`src/design/sha256_pkg.sv`:
```
// sha256_pkg: shared types, constants and message schedule functions for the sha-256 engine
// no dependencies
package sha256_pkg;

    typedef struct packed {
        logic [7:0] data_byte;
        logic       byte_valid;
        logic       end_of_message;
    } t_in_item;

    typedef struct packed {
        logic [31:0] digest_word;
        logic [2:0]  word_index;
        logic        last_word;
    } t_out_item;

    // word handed from the byte collector to the compression core
    typedef struct packed {
        logic [31:0] word;
        logic        blk_last;   // sixteenth word of a block
        logic        msg_last;   // last word of the final block of the message
    } t_word_item;

    typedef enum logic [2:0] {
        ST_IDLE,
        ST_ROUND,
        ST_ADD,
        ST_OUT
    } t_core_state;

    typedef enum logic [1:0] {
        PD_NONE,
        PD_FILL,
        PD_LEN
    } t_pad_state;

    localparam logic [31:0] INIT_H [8] = '{
        32'h6a09e667, 32'hbb67ae85, 32'h3c6ef372, 32'ha54ff53a,
        32'h510e527f, 32'h9b05688c, 32'h1f83d9ab, 32'h5be0cd19};

    localparam logic [31:0] ROUND_K [64] = '{
        32'h428a2f98, 32'h71374491, 32'hb5c0fbcf, 32'he9b5dba5, 32'h3956c25b, 32'h59f111f1,
        32'h923f82a4, 32'hab1c5ed5, 32'hd807aa98, 32'h12835b01, 32'h243185be, 32'h550c7dc3,
        32'h72be5d74, 32'h80deb1fe, 32'h9bdc06a7, 32'hc19bf174, 32'he49b69c1, 32'hefbe4786,
        32'h0fc19dc6, 32'h240ca1cc, 32'h2de92c6f, 32'h4a7484aa, 32'h5cb0a9dc, 32'h76f988da,
        32'h983e5152, 32'ha831c66d, 32'hb00327c8, 32'hbf597fc7, 32'hc6e00bf3, 32'hd5a79147,
        32'h06ca6351, 32'h14292967, 32'h27b70a85, 32'h2e1b2138, 32'h4d2c6dfc, 32'h53380d13,
        32'h650a7354, 32'h766a0abb, 32'h81c2c92e, 32'h92722c85, 32'ha2bfe8a1, 32'ha81a664b,
        32'hc24b8b70, 32'hc76c51a3, 32'hd192e819, 32'hd6990624, 32'hf40e3585, 32'h106aa070,
        32'h19a4c116, 32'h1e376c08, 32'h2748774c, 32'h34b0bcb5, 32'h391c0cb3, 32'h4ed8aa4a,
        32'h5b9cca4f, 32'h682e6ff3, 32'h748f82ee, 32'h78a5636f, 32'h84c87814, 32'h8cc70208,
        32'h90befffa, 32'ha4506ceb, 32'hbef9a3f7, 32'hc67178f2};

    localparam logic [7:0]  PAD_BYTE   = 8'h80;
    localparam logic [63:0] BLOCK_BITS = 64'd512;

    function automatic logic [31:0] ror(input logic [31:0] x, input int n);
        ror = (x >> n) | (x << (32 - n));
    endfunction

    function automatic logic [31:0] sig0(input logic [31:0] x);
        sig0 = ror(x, 7) ^ ror(x, 18) ^ (x >> 3);
    endfunction

    function automatic logic [31:0] sig1(input logic [31:0] x);
        sig1 = ror(x, 17) ^ ror(x, 19) ^ (x >> 10);
    endfunction

endpackage

```
`src/design/sha256_front.sv`:
```
// sha256_front: packs message bytes into big-endian words, adds padding and length
// depends on sha256_pkg
module sha256_front (
    input  logic                  i_clk,
    input  logic                  i_rst_n,
    input  logic                  i_push,
    output logic                  o_full,
    input  sha256_pkg::t_in_item  i_item,
    output logic                  o_wvalid,
    input  logic                  i_wready,
    output sha256_pkg::t_word_item o_witem
);
    logic [23:0]            r_acc, n_acc;
    logic [5:0]             r_pos, n_pos;      // byte position within the block
    logic [63:0]            r_bits, n_bits;    // bits of the message so far
    sha256_pkg::t_pad_state r_pad, n_pad;
    logic                   r_two, n_two;      // padding runs over two blocks
    logic                   r_wv, n_wv;
    sha256_pkg::t_word_item r_w, n_w;

    logic        take;
    logic [31:0] word_b;

    assign o_full   = (r_pad != sha256_pkg::PD_NONE) || r_wv;
    assign take     = i_push && !o_full;
    assign o_wvalid = r_wv;
    assign o_witem  = r_w;

    always_comb begin
        n_acc  = r_acc;
        n_pos  = r_pos;
        n_bits = r_bits;
        n_pad  = r_pad;
        n_two  = r_two;
        n_wv   = r_wv && !i_wready;
        n_w    = r_w;
        word_b = 32'd0;
        if (take) begin
            if (i_item.byte_valid) begin
                n_bits = r_bits + 64'd8;
                if (r_pos[1:0] == 2'd3) begin
                    n_wv = 1'b1;
                    n_w.word = {r_acc, i_item.data_byte};
                    n_w.blk_last = (r_pos == 6'd63);
                    n_w.msg_last = 1'b0;
                end else begin
                    n_acc = {r_acc[15:0], i_item.data_byte};
                end
                n_pos = r_pos + 6'd1;
            end
            if (i_item.end_of_message) begin
                n_pad = sha256_pkg::PD_FILL;
                n_two = ((i_item.byte_valid ? r_pos + 6'd1 : r_pos) >= 6'd56);
                if (i_item.byte_valid && r_pos[1:0] != 2'd3)
                    n_acc = {r_acc[15:0], i_item.data_byte};
            end
        end else if (r_pad != sha256_pkg::PD_NONE && !r_wv) begin
            // emit a padding word whenever the output word register is empty
            if (r_pad == sha256_pkg::PD_FILL && !(r_two == 1'b0 && r_pos == 6'd56)) begin
                case (r_pos[1:0])
                    2'd0: word_b = {sha256_pkg::PAD_BYTE, 24'd0};
                    2'd1: word_b = {r_acc[7:0], sha256_pkg::PAD_BYTE, 16'd0};
                    2'd2: word_b = {r_acc[15:0], sha256_pkg::PAD_BYTE, 8'd0};
                    default: word_b = {r_acc, sha256_pkg::PAD_BYTE};
                endcase
                n_wv = 1'b1;
                n_w.word = word_b;
                n_w.blk_last = (r_pos[5:2] == 4'd15);
                n_w.msg_last = 1'b0;
                n_acc = 24'd0;
                n_pos = {r_pos[5:2] + 4'd1, 2'b00};
                n_pad = sha256_pkg::PD_LEN;
                if (r_pos[5:2] == 4'd15) n_two = 1'b0;
            end else begin
                // zero words up to the length, then the two length words
                n_wv = 1'b1;
                n_w.blk_last = (r_pos == 6'd60);
                n_w.msg_last = (r_pos == 6'd60) && !r_two;
                if (!r_two && r_pos == 6'd56) n_w.word = r_bits[63:32];
                else if (!r_two && r_pos == 6'd60) n_w.word = r_bits[31:0];
                else n_w.word = 32'd0;
                n_pos = r_pos + 6'd4;
                if (r_pos == 6'd60) n_two = 1'b0;
                n_pad = sha256_pkg::PD_LEN;
                if (!r_two && r_pos == 6'd60) begin
                    n_pad  = sha256_pkg::PD_NONE;
                    n_bits = 64'd0;
                    n_pos  = 6'd0;
                end
            end
        end
    end

    always_ff @(posedge i_clk) begin
        if (!i_rst_n) begin
            r_pos <= '0;
            r_bits <= '0;
            r_pad <= sha256_pkg::PD_NONE;
            r_two <= 1'b0;
            r_wv <= 1'b0;
        end else begin
            r_pos <= n_pos;
            r_bits <= n_bits;
            r_pad <= n_pad;
            r_two <= n_two;
            r_wv <= n_wv;
        end
        r_acc <= n_acc;
        r_w <= n_w;
    end

    a_len_word: assert property (@(posedge i_clk) disable iff (!i_rst_n)
        r_wv && r_w.msg_last |-> r_w.blk_last) else $error("final word not block end");
    a_full_pad: assert property (@(posedge i_clk) disable iff (!i_rst_n)
        r_pad != sha256_pkg::PD_NONE |-> o_full) else $error("input open while padding");
    a_pos_pad: assert property (@(posedge i_clk) disable iff (!i_rst_n)
        r_pad == sha256_pkg::PD_LEN |-> r_pos[1:0] == 2'd0) else $error("unaligned pad");
endmodule

```
`src/design/sha256_wfifo.sv`:
```
// sha256_wfifo: short word queue between the byte packer and the compression core
// depends on sha256_pkg
module sha256_wfifo #(
    parameter int Depth = 4
) (
    input  logic                   i_clk,
    input  logic                   i_rst_n,
    input  logic                   i_wvalid,
    output logic                   o_wready,
    input  sha256_pkg::t_word_item i_witem,
    output logic                   o_rvalid,
    input  logic                   i_rready,
    output sha256_pkg::t_word_item o_ritem
);
    localparam int Aw = $clog2(Depth);
    sha256_pkg::t_word_item r_mem [Depth];
    logic [Aw-1:0] r_wp, r_rp;
    logic [Aw:0]   r_cnt;
    logic wr, rd;

    assign o_wready = (r_cnt != Depth[Aw:0]);
    assign o_rvalid = (r_cnt != '0);
    assign wr = i_wvalid && o_wready;
    assign rd = o_rvalid && i_rready;
    assign o_ritem = r_mem[r_rp];

    always_ff @(posedge i_clk) begin
        if (!i_rst_n) begin
            r_wp <= '0;
            r_rp <= '0;
            r_cnt <= '0;
        end else begin
            if (wr) r_wp <= (r_wp == Aw'(Depth - 1)) ? '0 : r_wp + 1'b1;
            if (rd) r_rp <= (r_rp == Aw'(Depth - 1)) ? '0 : r_rp + 1'b1;
            r_cnt <= r_cnt + (Aw+1)'(wr) - (Aw+1)'(rd);
        end
        if (wr) r_mem[r_wp] <= i_witem;
    end
endmodule

```
`src/design/sha256_core.sv`:
```
// sha256_core: message schedule, 64-round compression and digest readout
// depends on sha256_pkg
module sha256_core (
    input  logic                   i_clk,
    input  logic                   i_rst_n,
    input  logic                   i_wvalid,
    output logic                   o_wready,
    input  sha256_pkg::t_word_item i_witem,
    output logic                   o_empty,
    input  logic                   i_pop,
    output sha256_pkg::t_out_item  o_item
);
    logic [31:0] r_h [8];
    logic [31:0] r_v [8];
    logic [31:0] r_w [16];
    logic [6:0]  r_rnd;
    logic        r_last;
    logic [2:0]  r_oi;
    sha256_pkg::t_core_state r_st, n_st;

    logic [31:0] wt, t1, t2, s1, s0, ch, mj;
    logic        step;

    // round 0..15 takes words from the queue, later rounds expand
    always_comb begin
        wt = (r_rnd < 7'd16) ? i_witem.word
           : r_w[0] + sha256_pkg::sig0(r_w[1]) + r_w[9] + sha256_pkg::sig1(r_w[14]);
        s1 = sha256_pkg::ror(r_v[4], 6) ^ sha256_pkg::ror(r_v[4], 11)
           ^ sha256_pkg::ror(r_v[4], 25);
        ch = (r_v[4] & r_v[5]) ^ (~r_v[4] & r_v[6]);
        s0 = sha256_pkg::ror(r_v[0], 2) ^ sha256_pkg::ror(r_v[0], 13)
           ^ sha256_pkg::ror(r_v[0], 22);
        mj = (r_v[0] & r_v[1]) ^ (r_v[0] & r_v[2]) ^ (r_v[1] & r_v[2]);
        t1 = r_v[7] + s1 + ch + sha256_pkg::ROUND_K[r_rnd[5:0]] + wt;
        t2 = s0 + mj;
    end

    assign step     = (r_st == sha256_pkg::ST_ROUND) && (r_rnd >= 7'd16 || i_wvalid);
    assign o_wready = (r_st == sha256_pkg::ST_ROUND) && (r_rnd < 7'd16);
    assign o_empty  = (r_st != sha256_pkg::ST_OUT);
    assign o_item.digest_word = r_h[r_oi];
    assign o_item.word_index  = r_oi;
    assign o_item.last_word   = (r_oi == 3'd7);

    always_comb begin
        n_st = r_st;
        case (r_st)
            sha256_pkg::ST_IDLE:  n_st = sha256_pkg::ST_ROUND;
            sha256_pkg::ST_ROUND: if (step && r_rnd == 7'd63) n_st = sha256_pkg::ST_ADD;
            sha256_pkg::ST_ADD:   n_st = r_last ? sha256_pkg::ST_OUT : sha256_pkg::ST_ROUND;
            sha256_pkg::ST_OUT:   if (i_pop && r_oi == 3'd7) n_st = sha256_pkg::ST_IDLE;
            default:              n_st = sha256_pkg::ST_IDLE;
        endcase
    end

    always_ff @(posedge i_clk) begin
        if (!i_rst_n) begin
            r_st <= sha256_pkg::ST_IDLE;
            r_rnd <= '0;
            r_oi <= '0;
            r_last <= 1'b0;
            r_h <= sha256_pkg::INIT_H;
            r_v <= sha256_pkg::INIT_H;
        end else begin
            r_st <= n_st;
            case (r_st)
                sha256_pkg::ST_IDLE: begin
                    r_h <= sha256_pkg::INIT_H;
                    r_v <= sha256_pkg::INIT_H;
                    r_rnd <= '0;
                    r_oi <= '0;
                    r_last <= 1'b0;
                end
                sha256_pkg::ST_ROUND: if (step) begin
                    for (int i = 0; i < 15; i++) r_w[i] <= r_w[i+1];
                    r_w[15] <= wt;
                    r_v[0] <= t1 + t2;
                    r_v[1] <= r_v[0];
                    r_v[2] <= r_v[1];
                    r_v[3] <= r_v[2];
                    r_v[4] <= r_v[3] + t1;
                    r_v[5] <= r_v[4];
                    r_v[6] <= r_v[5];
                    r_v[7] <= r_v[6];
                    r_rnd <= r_rnd + 7'd1;
                    if (r_rnd == 7'd15) r_last <= i_witem.msg_last;
                end
                sha256_pkg::ST_ADD: begin
                    for (int i = 0; i < 8; i++) begin
                        r_h[i] <= r_h[i] + r_v[i];
                        r_v[i] <= r_h[i] + r_v[i];
                    end
                    r_rnd <= '0;
                end
                sha256_pkg::ST_OUT: if (i_pop) r_oi <= r_oi + 3'd1;
                default: ;
            endcase
        end
    end

    a_rnd: assert property (@(posedge i_clk) disable iff (!i_rst_n)
        r_st == sha256_pkg::ST_ADD |-> $past(r_rnd) == 7'd63) else $error("short block");
    a_take: assert property (@(posedge i_clk) disable iff (!i_rst_n)
        o_wready && i_wvalid && i_witem.blk_last |-> r_rnd == 7'd15) else $error("misaligned word");
    a_out: assert property (@(posedge i_clk) disable iff (!i_rst_n)
        !o_empty |-> !o_wready) else $error("input during output");
endmodule

```
`src/design/sha256_message_digest_top.sv`:
```
// sha256_message_digest_top: streaming sha-256, bytes in, eight digest words out
// depends on sha256_pkg, sha256_front, sha256_wfifo, sha256_core
// each block: 64 rounds, then an add step into the hash state
// flow: the core takes words only in rounds 0 to 15, so packing stalls in later rounds once the queue fills
// end of message: pad words up to block end, two blocks when 8 bytes or fewer are free
// reset: synchronous active low, restores the initial hash values, queues emptied
module sha256_message_digest_top #(
    parameter int FifoDepth = 4
) (
    input  logic                  i_clk,
    input  logic                  i_rst_n,
    input  logic                  push,
    output logic                  full,
    input  sha256_pkg::t_in_item  i_item,
    output logic                  empty,
    input  logic                  pop,
    output sha256_pkg::t_out_item o_item
);
    // front to queue and queue to core
    logic                   fv, fr, qv, qr;
    sha256_pkg::t_word_item fw, qw;

    // byte packer and padding
    sha256_front u_front (
        .i_clk(i_clk), .i_rst_n(i_rst_n), .i_push(push), .o_full(full),
        .i_item(i_item), .o_wvalid(fv), .i_wready(fr), .o_witem(fw));

    // word transfer queue decouples packing from rounds
    sha256_wfifo #(.Depth(FifoDepth)) u_fifo (
        .i_clk(i_clk), .i_rst_n(i_rst_n), .i_wvalid(fv), .o_wready(fr),
        .i_witem(fw), .o_rvalid(qv), .i_rready(qr), .o_ritem(qw));

    // compression and digest readout
    sha256_core u_core (
        .i_clk(i_clk), .i_rst_n(i_rst_n), .i_wvalid(qv), .o_wready(qr),
        .i_witem(qw), .o_empty(empty), .i_pop(pop), .o_item(o_item));
endmodule

```
`config.mk`:
```
export PLATFORM = sky130hd
export DESIGN_NAME = sha256_message_digest_top
export DESIGN_NICKNAME = d
export VERILOG_FILES = /design/src/design/sha256_pkg.sv /design/src/design/sha256_front.sv /design/src/design/sha256_wfifo.sv /design/src/design/sha256_core.sv /design/src/design/sha256_message_digest_top.sv
export SDC_FILE = /design/constraint.sdc
export NUM_CORES = 2
export LEC_CHECK = 0
export ABC_AREA = 1
export BUFFER_PORTS_ARGS = -buffer_cell sky130_fd_sc_hd__buf_2
export CAP_MARGIN = 10
export CORE_UTILIZATION = 65
export DETAILED_ROUTE_END_ITERATION = 8
export PLACE_DENSITY = 0.92
export SYNTH_ARGS = -nofsm -noshare
export SYNTH_HDL_FRONTEND = slang
export SYNTH_HIERARCHICAL = 1
export SYNTH_SLANG_ARGS = --single-unit
```
`constraint.sdc`:
```
create_clock -name i_clk -period 78.9 [get_ports i_clk]
set_input_delay 7.89 -clock i_clk [delete_from_list [all_inputs] [get_ports i_clk]]
set_output_delay 7.89 -clock i_clk [all_outputs]
set_load 0.02 [all_outputs]
```
==> results.md, run 1 <==
- The leftover overflow at the end of global routing is 46.
- The failing step is 5_1_grt.
- The number of gates resized after CTS is 0.
- Averaged over all synthesized cells, the footprint is 8.09 um^2.
- The effective utilization at floorplan is 65.9%.
- The via count of the first global-routing pass is 79400.
- The number of nets handed over by synthesis was 10600.
- The number of levels in the clock H-tree is 4.
- The die boundary width is 354 um.
- The half-perimeter wire length after detailed placement is 244000 um.
- The global-route wire length before repair is 542000 um.
- The number of warnings issued by yosys is 6.
- The run stopped with a tool error.
- Synthesis produced 9976 cells.
- The final weighted congestion in routability-driven placement is 1.14.
- In this run, post-CTS hold repair placed 0 buffers.
- The number of rows created at floorplan is 128.
- After synthesis the cells add up to 80700 um^2.
- The tool reported: "[ERROR GRT-0116] Global routing finished with congestion. Check the congestion regions in the DRC Viewer".
- Counting the buffers created by CTS gives 141.
- Entering global routing, the biggest net connects 193 pins.
- Buffers added to address setup during post-CTS repair amount to 0.
- The tree is rooted in a clkbuf_16.
- Port buffering added 51 buffers.
- From bottom edge to top edge, the die measures 354 um.
- Global routing used 59.7% of the available tracks.
- The number of top-level pins is 52.
- The clock passes through at most 3 buffers.
## per-layer routing
layer  GRT overflow  GRT usage [%]
met5              0           15.0
met1              7           69.3
met3              9           39.8
met4             17           42.7
met2             13           76.2
## stage by stage
stage / instance area (um^2) / hold slack (ns) / worst slack (ns) / utilization, % / cells
2_1_floorplan: 80700 / 0.400 / 47.95 / - / 9976
3_3_place_gp: 82000 / 0.400 / 67.25 / 66.9 / 11300
3_5_place_dp: 82000 / 0.405 / 67.01 / 66.9 / 11300
4_1_cts: 86700 / 0.413 / 66.82 / 70.8 / 11600
==> inputs of run 2 (changes only) <==
CORE_UTILIZATION = 40   (was 65)
PLACE_DENSITY = default   (was 0.92)
PLACE_DENSITY_LB_ADDON = 0.15   (was default)
==> results.md, run 2 <==
- The sort of element at the start of the critical path is a flip-flop.
- The DRC violation count after routing is 0.
- The kind of capture point of the worst setup path is an output pin.
- The top cell types in the final layout, fill and taps aside, are 2107 x nand2_1, 1102 x a21oi_1, 1024 x inv_1.
- The run finished with clean final reports.
- The final-report max-slew violation count is 0.
- The region available for standard cell placement spans 200000 um^2.
- After detailed routing, the number of vias per cell comes to 5.68.
- The CTS tree is yes.
- The effective utilization at floorplan was 40.4% (-26 points).
- The number of hold violations in the final report came to 0.
- In this run the remaining antenna-violating nets after routing total 0.
- The post-synthesis net count is 10600 (unchanged).
- The clock net in this run drives a total of 1306 sinks.
- The post-layout net count is 10500.
- The share of layout cells above drive strength 1 is 6.12%.
- The worst path needs 12.23 ns of the cycle, external delays included.
- The number of input and output port buffers inserted is 51 (unchanged).
- The flip-flop count of the largest register after layout is 512.
- Adding up every negative setup slack in the final design gives 0 ns.
- The initial antenna violation count is 16.
- The die boundary width is 451 um (+27%).
- The synthesized area divided by synthesized cell count was 8.09 um^2 (unchanged).
- The detailed router finished its first iteration with 8497 violations.
- The final critical-path share of the clock period is 15.5%.
- The clock latency at the later pin of the worst-skew pair is 0.85 ns.
- The worst clock skew on the final layout is 0.0690 ns.
- The via total after detailed routing is 71900.
- The number of top-level pins was 52 (unchanged).
- The post-synthesis to final-layout area growth is 9.83%.
- The number of buffers inserted to repair setup after CTS was 0 (unchanged).
- Along the worst path, the maximum fanout reaches 65.
- The cell area after placement is 83500 um^2 (+1.8%).
- The die covers 204000 um^2.
- The number of standard cells after synthesis came to 9976 (unchanged).
- Hold is met by 0.376 ns.
- The number of rows created at floorplan is 164 (+28%).
- The final weighted congestion in routability-driven placement was 1.02 (-11%).
- The y dimension of the die is 451 um (+27%).
- The first global-routing pass estimated 464000 um of wire.
- Ranked by flip-flop count, first place goes to u_core/r_w.
- The post-synthesis instance area was 80700 um^2 (unchanged).
- The critical path's largest stage delay is 0.72 ns.
- The number of fillers in the final layout is 19900.
- The maximum clock path buffer count is 3 (unchanged).
- The hold buffer count at cts is 0 (unchanged).
- Global routing used 31.0% of the available tracks across all layers.
- Global routing finished with a remaining overflow of 0.
- The maximum number of pins on one net before global-route repair is 144.
- The number of gates resized after CTS is 0 (unchanged).
- The reported max-cap violation count is 0.
- The critical path data required time is 71.01 ns.
- In the final layout, the registers with the most flip-flops are u_core/r_w x512, u_core/r_h x256, u_core/r_v x256.
- Setup repair after global routing left no endpoint under its margin.
- Walking the worst path, the cells encountered are inv_4 -> buf_4 -> buf_4 -> nor2_1 -> o21ai_0 -> a21oi_1 -> a31oi_1 -> buf_2.
- After routing the design area is 88700 um^2.
- The detailed-route wire length is 323000 um.
- After clock tree synthesis, the clock-pin slew on the worst setup and hold paths is 0.06 ns.
- The clock root buffer master is clkbuf_16.
- The pre-antenna-repair detailed-routing pass consisted of 6 iterations.
- The worst setup path is of the reg -> out kind.
- The routed wire length per instance is 25.6 um.
- The TritonCTS buffer count came to 153 (+8.5%).
- The number of warnings issued by yosys is 6 (unchanged).
- Among the stages of the critical path, the cell type that occurs most often is buf_4.
- The area used by sequential logic in the layout is 33200 um^2.
- The slew at the pin closest to its max-slew limit is 1.28 ns.
- In this design, the largest share of critical-path delay is due to buffers and inverters.
- The timing-limited maximum frequency is 0.0818 GHz.
- The critical path buffer and inverter count is 4.
- The half-perimeter wire length after detailed placement was 244000 um (-0.32%).
- The worst-path cell with the longest stage delay is a31oi_1.
- Setup violations remaining at the end of the flow were counted as 0.
- The path class of the lowest-slack min-delay path is reg -> reg.
- The area of the multi-input gates is 42000 um^2.
- STA puts the critical path data arrival time at 4.34 ns.
- The via count of the first global-routing pass was 65400.
- The number of levels in the clock H-tree came to 4 (unchanged).
- Measured against its own limit, the worst slew margin works out to 13.6%.
- The commonest non-fill, non-tap cell in the layout is nand2_1.
-- run 2: path summary, 6_finish.rpt --
check	slack, ns	cells after the start	endpoint	start
max	66.67	8	o_item[4]	u_core/r_oi[0]
min	0.38	0	u_core/r_w[1][195]	u_core/r_w[1][227]
max reg2reg	68.14	51	u_core/r_v[254]	u_core/r_w[1][210]
min reg2reg	0.38	0	u_core/r_w[1][195]	u_core/r_w[1][227]
-- run 2: cell type report --
class                      instances  area share (%)
antenna                            4          0.0113
clock buffer                     208            4.72
clock inverter                    74            1.09
inverter                        1053            4.50
multi-input combinational       7207            47.3
sequential                      1306            37.4
tap                             2656            3.75
timing repair buffer             151            1.18
-- run 2: stage by stage --
stage               cells  util [%]  setup WS (ns)
global route        12700      44.3          66.56
detailed placement  12400      41.7          67.26
floorplan            9976         -          47.95
finish              12700      44.3          66.67
global placement    12400      41.7          67.40
CTS                 12700      44.3          66.73
-- run 2: layer usage --
metal | wire length [um] | GRT usage (%) | share of wire [%] | vias to the layer above
li1 | - | - | - | 33500
met1 | 150000 | 46.4 | 46 | 34700
met2 | 134000 | 44.5 | 41 | 3219
met3 | 29700 | 6.58 | 9.2 | 455
met4 | 9550 | 8.68 | 3.0 | 6
met5 | 40 | 0 | 0.012 | -
-- run 2: worst reg2reg max path, delay by kind of cell (launching register included) --
family                     cells  cell delay [ns]
adders and majority gates     10             4.23
and+or+nand+nor               16             2.46
buffers and inverters         12             0.94
xor gates and xnor gates       4             0.95
DFF                            1             0.54
AOI/OAI and AO/OA              9             1.49
Power of run 2 is left out: the tool's default activity adds up to more than one toggle a clock period on the data nets, which glitch-free logic cannot reach.
